[config.mk]
export PLATFORM = sky130hd
export DESIGN_NAME = motor_safety_supervisor_unit
export DESIGN_NICKNAME = d
export VERILOG_FILES = /design/src/rtl/mss_pkg.sv /design/src/rtl/mss_step.sv /design/src/rtl/motor_safety_supervisor_unit.sv
export VERILOG_INCLUDE_DIRS = /design/src /design/src/rtl
export SDC_FILE = /design/constraint.sdc
export NUM_CORES = 1
export LEC_CHECK = 0
export BUFFER_PORTS_ARGS = -buffer_cell sky130_fd_sc_hd__buf_2
export CAP_MARGIN = 20
export CORE_UTILIZATION = 55
export CTS_BUF_LIST = sky130_fd_sc_hd__clkbuf_4
export CTS_CLUSTER_DIAMETER = 100
export DETAILED_ROUTE_END_ITERATION = 6
export PLACE_DENSITY = 0.73
export SETUP_SLACK_MARGIN = 0.05
export SYNTH_ARGS = -nofsm -noshare
export SYNTH_HDL_FRONTEND = slang
export SYNTH_SLANG_ARGS = --single-unit
[constraint.sdc]
create_clock -name i_clk -period 17.7 [get_ports i_clk]
set_clock_uncertainty 0.1 [all_clocks]
set_input_delay 0.885 -clock i_clk [delete_from_list [all_inputs] [get_ports i_clk]]
set_output_delay 0.885 -clock i_clk [all_outputs]
set_load 0.05 [all_outputs]
[src/rtl/motor_safety_supervisor_unit_assert.svh]
// Assertion macros shared by the supervisor RTL.
// MSS_ASSERT checks a property at each rising clock edge outside reset.
// MSS_ASSERT_ANY checks a property at each rising clock edge, reset included.
`ifndef MOTOR_SAFETY_SUPERVISOR_UNIT_ASSERT_SVH
`define MOTOR_SAFETY_SUPERVISOR_UNIT_ASSERT_SVH

`ifndef ASSERT_OFF
`define MSS_ASSERT(label, prop, msg) \
    label: assert property (@(posedge i_clk) disable iff (!i_rst_n) prop) else $error(msg);
`define MSS_ASSERT_ANY(label, prop, msg) \
    label: assert property (@(posedge i_clk) prop) else $error(msg);
`else
`define MSS_ASSERT(label, prop, msg)
`define MSS_ASSERT_ANY(label, prop, msg)
`endif

`endif

[src/rtl/mss_pkg.sv]
package mss_pkg;

    // Request codes.
    localparam logic [1:0] OP_INIT   = 2'd0;
    localparam logic [1:0] OP_ARM    = 2'd1;
    localparam logic [1:0] OP_DISARM = 2'd2;
    localparam logic [1:0] OP_TICK   = 2'd3;

    // Safety modes.
    localparam logic [2:0] MODE_DISARMED = 3'd0;
    localparam logic [2:0] MODE_ARMED    = 3'd1;
    localparam logic [2:0] MODE_FALLEN   = 3'd2;
    localparam logic [2:0] MODE_WARN     = 3'd3;
    localparam logic [2:0] MODE_STOP     = 3'd4;
    localparam logic [2:0] MODE_BOOT     = 3'd5;

    // Battery classes.
    localparam logic [1:0] BAT_UNKNOWN = 2'd0;
    localparam logic [1:0] BAT_NORMAL  = 2'd1;
    localparam logic [1:0] BAT_WARN    = 2'd2;
    localparam logic [1:0] BAT_STOP    = 2'd3;

    // Configuration register indexes.
    localparam logic [2:0] CFG_FALL_PITCH_LIMIT    = 3'd0;
    localparam logic [2:0] CFG_FALL_DEBOUNCE_TICKS = 3'd1;
    localparam logic [2:0] CFG_STARTUP_MUTE_MS     = 3'd2;
    localparam logic [2:0] CFG_BOOT_WINDOW_MS      = 3'd3;
    localparam logic [2:0] CFG_LOW_BAT_PWM_LIMIT   = 3'd4;
    localparam logic [2:0] CFG_FALL_BRAKE_MS       = 3'd5;
    localparam logic [2:0] CFG_LOW_BAT_BRAKE_MS    = 3'd6;

    localparam logic [9:0] FULL_PWM = 10'd1000;

    localparam int IN_DATA_W  = 56;
    localparam int OUT_DATA_W = 40;

    typedef struct packed {
        logic [1:0]         operation;
        logic [31:0]        now_ms;
        logic               attitude_ok;
        logic signed [15:0] pitch;
        logic [1:0]         battery_class;
        logic               battery_boot_ok;
    } t_item;

    typedef struct packed {
        logic [14:0] fall_pitch_limit;
        logic [7:0]  fall_debounce_ticks;
        logic [15:0] startup_mute_ms;
        logic [15:0] boot_window_ms;
        logic [9:0]  low_bat_pwm_limit;
        logic [15:0] fall_brake_ms;
        logic [15:0] low_bat_brake_ms;
    } t_cfg;

    typedef struct packed {
        logic [2:0]  mode;
        logic [7:0]  debounce_count;
        logic [31:0] grace_deadline;
        logic [31:0] boot_deadline;
        logic        boot_finished;
        logic        arm_pending;
        logic        motor_enabled;
        logic [9:0]  pwm_limit_now;
    } t_state;

    typedef struct packed {
        logic [2:0]  safety_mode;
        logic        request_accepted;
        logic        may_drive;
        logic        motor_on;
        logic [9:0]  pwm_cap;
        logic        brake_fire;
        logic [15:0] brake_len_ms;
        logic        grace_active;
    } t_result;

    // A deadline is still running while (deadline - now) is positive as a signed value.
    function automatic logic still_running(input logic [31:0] deadline,
                                           input logic [31:0] now);
        logic [31:0] diff;
        diff = deadline - now;
        return (diff != 32'd0) && !diff[31];
    endfunction

endpackage

[src/rtl/mss_step.sv]
module mss_step (
    input  mss_pkg::t_item   i_item,
    input  mss_pkg::t_cfg    i_cfg,
    input  mss_pkg::t_state  i_state,
    output mss_pkg::t_state  o_state,
    output mss_pkg::t_result o_result
);
    import mss_pkg::*;

    t_state      w_st;
    logic        w_go;
    logic [2:0]  w_target;
    logic        w_force_off;
    logic        w_brake;
    logic [15:0] w_brake_len;
    logic        w_accepted;
    logic        w_fallen;
    logic [15:0] w_mag;
    logic [7:0]  w_count_inc;

    assign w_mag = i_item.pitch[15] ? 16'(-i_item.pitch) : 16'(i_item.pitch);
    assign w_count_inc = (i_state.debounce_count < i_cfg.fall_debounce_ticks) ?
                         i_state.debounce_count + 8'd1 : i_state.debounce_count;

    always_comb begin
        w_st        = i_state;
        w_go        = 1'b0;
        w_target    = i_state.mode;
        w_force_off = 1'b0;
        w_brake     = 1'b0;
        w_brake_len = 16'd0;
        w_accepted  = 1'b1;
        w_fallen    = 1'b0;

        unique case (i_item.operation)
            OP_INIT: begin
                w_st.debounce_count = 8'd0;
                w_st.arm_pending    = 1'b0;
                w_st.grace_deadline = i_item.now_ms + {16'd0, i_cfg.startup_mute_ms};
                if (!i_state.boot_finished) begin
                    w_st.mode          = MODE_BOOT;
                    w_st.boot_deadline = i_item.now_ms + {16'd0, i_cfg.boot_window_ms};
                end else begin
                    w_st.mode = MODE_DISARMED;
                end
                w_st.pwm_limit_now = FULL_PWM;
                w_st.motor_enabled = 1'b0;
                w_brake            = 1'b1;
            end
            OP_ARM: begin
                if (i_state.mode == MODE_BOOT) begin
                    w_st.arm_pending = 1'b1;
                end else if (i_state.mode == MODE_STOP) begin
                    w_accepted = 1'b0;
                end else begin
                    w_st.debounce_count = 8'd0;
                    w_go     = 1'b1;
                    w_target = MODE_ARMED;
                end
            end
            OP_DISARM: begin
                w_go     = 1'b1;
                w_target = MODE_DISARMED;
            end
            default: begin
                if (i_state.mode == MODE_BOOT) begin
                    if (!still_running(i_state.boot_deadline, i_item.now_ms) ||
                        i_item.battery_boot_ok) begin
                        w_st.boot_finished  = 1'b1;
                        w_st.debounce_count = 8'd0;
                        w_st.arm_pending    = 1'b0;
                        w_go = 1'b1;
                        if (i_item.battery_class == BAT_STOP) begin
                            w_target = MODE_STOP;
                        end else if (i_state.arm_pending) begin
                            w_target = MODE_ARMED;
                        end else begin
                            w_target = MODE_DISARMED;
                        end
                    end
                end else begin
                    if (still_running(i_state.grace_deadline, i_item.now_ms) ||
                        !i_item.attitude_ok) begin
                        w_st.debounce_count = 8'd0;
                    end else if (w_mag > {1'b0, i_cfg.fall_pitch_limit}) begin
                        w_st.debounce_count = w_count_inc;
                        w_fallen = (w_count_inc >= i_cfg.fall_debounce_ticks);
                    end else begin
                        w_st.debounce_count = 8'd0;
                    end

                    priority if (i_item.battery_class == BAT_STOP) begin
                        w_go     = 1'b1;
                        w_target = MODE_STOP;
                    end else if (i_state.mode == MODE_STOP) begin
                        // Recovery from a stop comes back in warn with the motor still off.
                        w_go        = 1'b1;
                        w_target    = MODE_WARN;
                        w_force_off = 1'b1;
                    end else if (i_state.mode == MODE_DISARMED) begin
                        if (i_item.battery_class == BAT_WARN) begin
                            w_st.mode = MODE_WARN;
                        end
                    end else if (w_fallen) begin
                        w_go     = 1'b1;
                        w_target = MODE_FALLEN;
                    end else if (i_item.battery_class == BAT_WARN) begin
                        if (i_state.mode == MODE_ARMED || i_state.mode == MODE_WARN) begin
                            w_go     = 1'b1;
                            w_target = MODE_WARN;
                        end
                    end else if (i_item.battery_class == BAT_NORMAL) begin
                        if (i_state.mode == MODE_WARN && i_state.motor_enabled) begin
                            w_go     = 1'b1;
                            w_target = MODE_ARMED;
                        end
                    end else begin
                        w_go = 1'b0;
                    end
                end
            end
        endcase

        // Mode change side effects; a change to the current mode does nothing.
        if (w_go && (w_target != i_state.mode)) begin
            w_st.mode = w_target;
            if (w_target == MODE_DISARMED || w_target == MODE_FALLEN) begin
                w_brake            = 1'b1;
                w_brake_len        = i_cfg.fall_brake_ms;
                w_st.motor_enabled = 1'b0;
            end else if (w_target == MODE_STOP) begin
                w_brake            = 1'b1;
                w_brake_len        = i_cfg.low_bat_brake_ms;
                w_st.motor_enabled = 1'b0;
            end else if (w_target == MODE_ARMED) begin
                w_st.pwm_limit_now = FULL_PWM;
                w_st.motor_enabled = 1'b1;
            end else if (w_target == MODE_WARN) begin
                w_st.pwm_limit_now = i_cfg.low_bat_pwm_limit;
                w_st.motor_enabled = 1'b1;
            end
        end
        if (w_force_off) begin
            w_st.motor_enabled = 1'b0;
        end
    end

    assign o_state = w_st;

    assign o_result.safety_mode      = w_st.mode;
    assign o_result.request_accepted = w_accepted;
    assign o_result.may_drive        = (w_st.mode == MODE_ARMED) || (w_st.mode == MODE_WARN);
    assign o_result.motor_on         = w_st.motor_enabled;
    assign o_result.pwm_cap          = w_st.pwm_limit_now;
    assign o_result.brake_fire       = w_brake;
    assign o_result.brake_len_ms     = w_brake_len;
    assign o_result.grace_active     = still_running(w_st.grace_deadline, i_item.now_ms);

endmodule

[src/rtl/motor_safety_supervisor_unit.sv]
// Motor safety supervisor. Each input transfer carries one request (init, arm,
// disarm or tick, in s_tuser) and yields exactly one result transfer holding the
// safety mode, the arm acceptance, the drive permission, the motor enable, the
// PWM cap, an optional brake pulse and the startup fall-mute status. A request
// is captured in an input register, evaluated against the supervisor state by
// combinational compare-and-select logic, and the result is held in an output
// register; the supervisor state updates as the result is written. The block
// sustains one transfer per clock cycle while the result side accepts; a
// request passes through the input register and then the output register before
// its result transfer can happen. It keeps taking requests while a result
// waits for the downstream side, up to the one item held in the input register.
// Deadlines are compared by signed wrap-around difference of 32-bit millisecond
// time. Configuration registers are written through the plain write port and
// must be changed only while no request is in flight.
module motor_safety_supervisor_unit (
    input  logic        i_clk,
    input  logic        i_rst_n,
    // Configuration write port.
    input  logic        i_cfg_we,
    input  logic [2:0]  i_cfg_idx,
    input  logic [15:0] i_cfg_data,
    // Request stream.
    input  logic        i_s_tvalid,
    output logic        o_s_tready,
    // Fields from bit 0 up: now_ms[31:0], attitude_ok[32], pitch[48:33],
    // battery_class[50:49], battery_boot_ok[51], zero fill [55:52].
    input  logic [55:0] i_s_tdata,
    // Fields from bit 0 up: operation[1:0].
    input  logic [1:0]  i_s_tuser,
    // Result stream.
    output logic        o_m_tvalid,
    input  logic        i_m_tready,
    // Fields from bit 0 up: safety_mode[2:0], request_accepted[3], may_drive[4],
    // motor_on[5], pwm_cap[15:6], brake_fire[16], brake_len_ms[32:17],
    // grace_active[33], zero fill [39:34].
    output logic [39:0] o_m_tdata
);
    import mss_pkg::*;

    `include "motor_safety_supervisor_unit_assert.svh"

    logic    r_in_valid;
    t_item   r_in;
    logic    r_out_valid;
    t_result r_out;
    t_state  r_state;
    t_cfg    r_cfg;

    t_item   w_item;
    t_state  n_state;
    t_result n_result;
    logic    w_advance;

    assign w_item.operation       = i_s_tuser;
    assign w_item.now_ms          = i_s_tdata[31:0];
    assign w_item.attitude_ok     = i_s_tdata[32];
    assign w_item.pitch           = i_s_tdata[48:33];
    assign w_item.battery_class   = i_s_tdata[50:49];
    assign w_item.battery_boot_ok = i_s_tdata[51];

    // The held request moves on whenever the result register is free or being emptied.
    assign w_advance  = r_in_valid && (!r_out_valid || i_m_tready);
    assign o_s_tready = !r_in_valid || w_advance;

    mss_step u_step (
        .i_item   (r_in),
        .i_cfg    (r_cfg),
        .i_state  (r_state),
        .o_state  (n_state),
        .o_result (n_result)
    );

    // Configuration registers.
    always_ff @(posedge i_clk) begin
        if (!i_rst_n) begin
            r_cfg.fall_pitch_limit    <= 15'd6000;
            r_cfg.fall_debounce_ticks <= 8'd3;
            r_cfg.startup_mute_ms     <= 16'd1000;
            r_cfg.boot_window_ms      <= 16'd5000;
            r_cfg.low_bat_pwm_limit   <= 10'd600;
            r_cfg.fall_brake_ms       <= 16'd200;
            r_cfg.low_bat_brake_ms    <= 16'd200;
        end else if (i_cfg_we) begin
            unique case (i_cfg_idx)
                CFG_FALL_PITCH_LIMIT:    r_cfg.fall_pitch_limit    <= i_cfg_data[14:0];
                CFG_FALL_DEBOUNCE_TICKS: r_cfg.fall_debounce_ticks <= i_cfg_data[7:0];
                CFG_STARTUP_MUTE_MS:     r_cfg.startup_mute_ms     <= i_cfg_data;
                CFG_BOOT_WINDOW_MS:      r_cfg.boot_window_ms      <= i_cfg_data;
                CFG_LOW_BAT_PWM_LIMIT:   r_cfg.low_bat_pwm_limit   <= i_cfg_data[9:0];
                CFG_FALL_BRAKE_MS:       r_cfg.fall_brake_ms       <= i_cfg_data;
                CFG_LOW_BAT_BRAKE_MS:    r_cfg.low_bat_brake_ms    <= i_cfg_data;
                default: begin
                end
            endcase
        end
    end

    // Input register.
    always_ff @(posedge i_clk) begin
        if (!i_rst_n) begin
            r_in_valid <= 1'b0;
        end else if (o_s_tready) begin
            r_in_valid <= i_s_tvalid;
        end
    end

    always_ff @(posedge i_clk) begin
        if (o_s_tready && i_s_tvalid) begin
            r_in <= w_item;
        end
    end

    // Supervisor state changes exactly when a request is turned into a result.
    always_ff @(posedge i_clk) begin
        if (!i_rst_n) begin
            r_state.mode           <= MODE_DISARMED;
            r_state.debounce_count <= 8'd0;
            r_state.grace_deadline <= 32'd0;
            r_state.boot_deadline  <= 32'd0;
            r_state.boot_finished  <= 1'b0;
            r_state.arm_pending    <= 1'b0;
            r_state.motor_enabled  <= 1'b0;
            r_state.pwm_limit_now  <= FULL_PWM;
        end else if (w_advance) begin
            r_state <= n_state;
        end
    end

    // Result register.
    always_ff @(posedge i_clk) begin
        if (!i_rst_n) begin
            r_out_valid <= 1'b0;
        end else if (w_advance) begin
            r_out_valid <= 1'b1;
        end else if (i_m_tready) begin
            r_out_valid <= 1'b0;
        end
    end

    always_ff @(posedge i_clk) begin
        if (w_advance) begin
            r_out <= n_result;
        end
    end

    assign o_m_tvalid = r_out_valid;
    assign o_m_tdata  = {6'd0, r_out.grace_active, r_out.brake_len_ms, r_out.brake_fire,
                         r_out.pwm_cap, r_out.motor_on, r_out.may_drive,
                         r_out.request_accepted, r_out.safety_mode};

    `MSS_ASSERT_ANY(a_reset_empties, !i_rst_n |=> !r_out_valid && !r_in_valid, "reset left a transfer pending")
    `MSS_ASSERT(a_state_held, (r_in_valid && !w_advance) |=> $stable(r_state), "state changed with no result taken")
    `MSS_ASSERT(a_brake_len_zero, (r_out_valid && !r_out.brake_fire) |-> (r_out.brake_len_ms == 16'd0), "brake length without a brake")
    `MSS_ASSERT(a_motor_needs_drive, (r_out_valid && r_out.motor_on) |-> r_out.may_drive, "motor enabled in a mode that may not drive")

endmodule
==> run_results.csv <==
group,metric,value,unit
drt,via_per_inst,6.12,
clock_tree,cts_buffers,76,
logic_synthesis,avgSynthCellArea,8.05,sq um
floorplanning,io_pins,124,
drt,wl_per_cell,18.8,um
run,drv_cap,0,
clock_tree,cts_tree,"yes",
logic_synthesis,postSynthCellCount,2396,
global_routing,grt_first_pass_wirelength,90.2,mm
global_routing,antenna_found_initial,1,
timing,drv_slew,0,
worst_setup_path,cp_slowest_stage_delay,0.62,ns
pwr,peakVddDrop,0.0625,mV
global_routing,first_global_vias,17400,
pwr,power_leakage,8.70,nW
clock_tree,cts.sinks,275,
worst_setup_path,crit_path_max_fanout,7,
layout,regArea,6390,sq um
layout,finalNonFillerCells,3020,
timing,setup_tns,0,ns
clock_tree,clk_pin_slew,0.07,ns
timing,finalSetupViolCount,0,
place,portBuffers,113,
global_routing,grt.overflow.total,0,
drt,drt_iter0_markers,1446,
floorplanning,die_h,189,um
timing,hold_violations,0,
logic_synthesis,syn_area,19300,sq um
drt,drc,0,
clock_tree,cts-root-buf,"clkbuf_4",
floorplanning,initial_core_util,0.558,
worst_setup_path,arrival,8.66,ns
floorplanning,row_count,68,
floorplanning,fp.dieW,189,um
drt,ant_nets,0,
place,dp.cells,2875,
status,status,"completed",
timing,fmax,122,MHz
layout,post-route-util,0.612,
layout,multi_input_area,12000,sq um
worst_setup_path,cp-start-kind,"register",
worst_setup_path,cp.required,18.14,ns
logic_synthesis,synth_seq_cells,275,
hold_path,hp-class,"in -> reg",
worst_setup_path,endpoint_kind,"register",
layout,final_nets,2749,
logic_synthesis,yosys.cell_types.count,89,
drt,first_pass_iters,6,
floorplanning,die-area,35800,sq um
layout,layout_commonest_cell,"nand2_1",
layout,final.fill_count,3152,
logic_synthesis,ys_seq_area_frac,0.331,
clock_tree,cts_resized,0,
logic_synthesis,ys_warn_count,0,
worst_setup_path,reg2reg_slack,9.48,ns
clock_tree,clkLatencyLatePin,0.80,ns
timing,tightestPinTransition,1.04,ns
clock_tree,post_cts_buffers,0,
pwr,power_density,78.1,nW/um^2
logic_synthesis,synth_edf_count,88,
timing,rsz0062_at_grt,"no",
timing,min_period_over_period,0.464,
place,dp_hpwl,41.7,mm
floorplanning,core,34500,sq um
layout,final_cell_mix,"nand2_1, a21oi_1, dfxtp_1, nor2_1, ha_1",
layout,drive_gt1_frac,0.120,
global_routing,grt_max_degree,87,
timing,relSlewSlack,0.310,
global_routing,grt.total_usage,0.315,
timing,fin_crit,8.22,ns
clock_tree,cts_hold_buf,0,
clock_tree,clk_path_buf_depth,3,
worst_setup_path,critPathKind,"reg -> reg",
place,gp_congestion,0.940,
drt,vias,18500,
clock_tree,htree_levels,3,
layout,syn2layout_area_growth,9.71,%
drt,wirelength,56.7,mm
worst_setup_path,slowest_stage,"a2111oi_0",
logic_synthesis,synthFlopType,"dfxtp_1",
logic_synthesis,async_flop_share,0,
-- final cells by class --
cell class	instances	area share
multi-input cells	1896	0.569
flip-flops and latches	275	0.302
clock buffers	110	0.0390
repair buffers	128	0.0324
well taps	455	0.0269
inverters	124	0.0221
clock inverters	31	0.00887
diodes	1	0.000118
-- worst paths after layout --
kind	startpoint	end	depth (start not counted)
setup / recovery	r_in[20]	o_m_tdata[33]	28
hold / removal	i_s_tdata[9]	r_in[29]	1
setup reg to reg	r_in[20]	o_m_tdata[33]	28
hold reg to reg	r_cfg[95]	r_cfg[95]	2
-- logic make-up (layout without fill, tap and decap cells) --
family                     count (synthesis)  count (layout)  share of synthesized area
other                                      1               7                   0.000194
AOI/OAI and AO/OA                        728             728                      0.239
adders and majority gates                166             166                      0.110
DFF                                      275             275                      0.331
xor gates and xnor gates                 107             107                     0.0486
and+or+nand+nor                          862             862                      0.209
buffers and inverters                    230             393                     0.0467
muxes                                     27              27                     0.0152
-- synthesized netlist by cell type (30+ instances only) --
library cell,n,area [sq um]
nand2_1,355,1330
a21oi_1,272,1360
dfxtp_1,187,3740
nor2_1,164,616
ha_1,161,2010
o21ai_0,128,641
inv_1,122,458
clkbuf_1,90,338
edfxtp_1,88,2640
xnor2_1,87,762
nand3_1,79,395
nor3_1,54,270
a21o_1,48,360
nand2b_1,32,200
a211oi_1,30,225
-- flip-flops by register name, summed over array words and instances (netlist names) --
name and cells:
r_state 88, r_in 54, r_in_valid 1, o_m_tdata 34
o_m_tvalid 1, r_cfg 97
-- power breakdown --
part | switching [W] | internal, W | total (W)
clock network | 0.000293 | 0.000318 | 0.000611
registers | 0.0000198 | 0.000675 | 0.000695
logic | 0.000222 | 0.000124 | 0.000346
-- layer usage --
layer | wire, um | share of wire | GRT usage
met1 | 24700 | 0.44 | 0.415
met2 | 25900 | 0.46 | 0.506
met3 | 4000 | 0.071 | 0.0508
met4 | 2100 | 0.037 | 0.144
met5 | 0 | 0 | 0
-- critical path: cells and delay by family, from the launching register on --
family,cells,cell delay (ns)
flops,1,0.52
fa+ha+maj,3,1.13
simple gates,9,1.84
xor+xnor,1,0.14
compound gates,15,4.26
-- metrics by stage --
step	hold slack [ns]	setup WS, ns	area, sq um	total power (W)
3_3_place_gp	0.342	9.71	20100	0.00104
4_1_cts	0.0893	9.59	21100	0.00166
3_5_place_dp	0.347	9.58	20100	0.00105
5_1_grt	0.107	8.89	21200	0.00173
6_report	0.161	9.48	21200	0.00165
2_1_floorplan	0.336	11.34	19300	0.000952
Note: power is estimated with default switching activity, not from simulation.
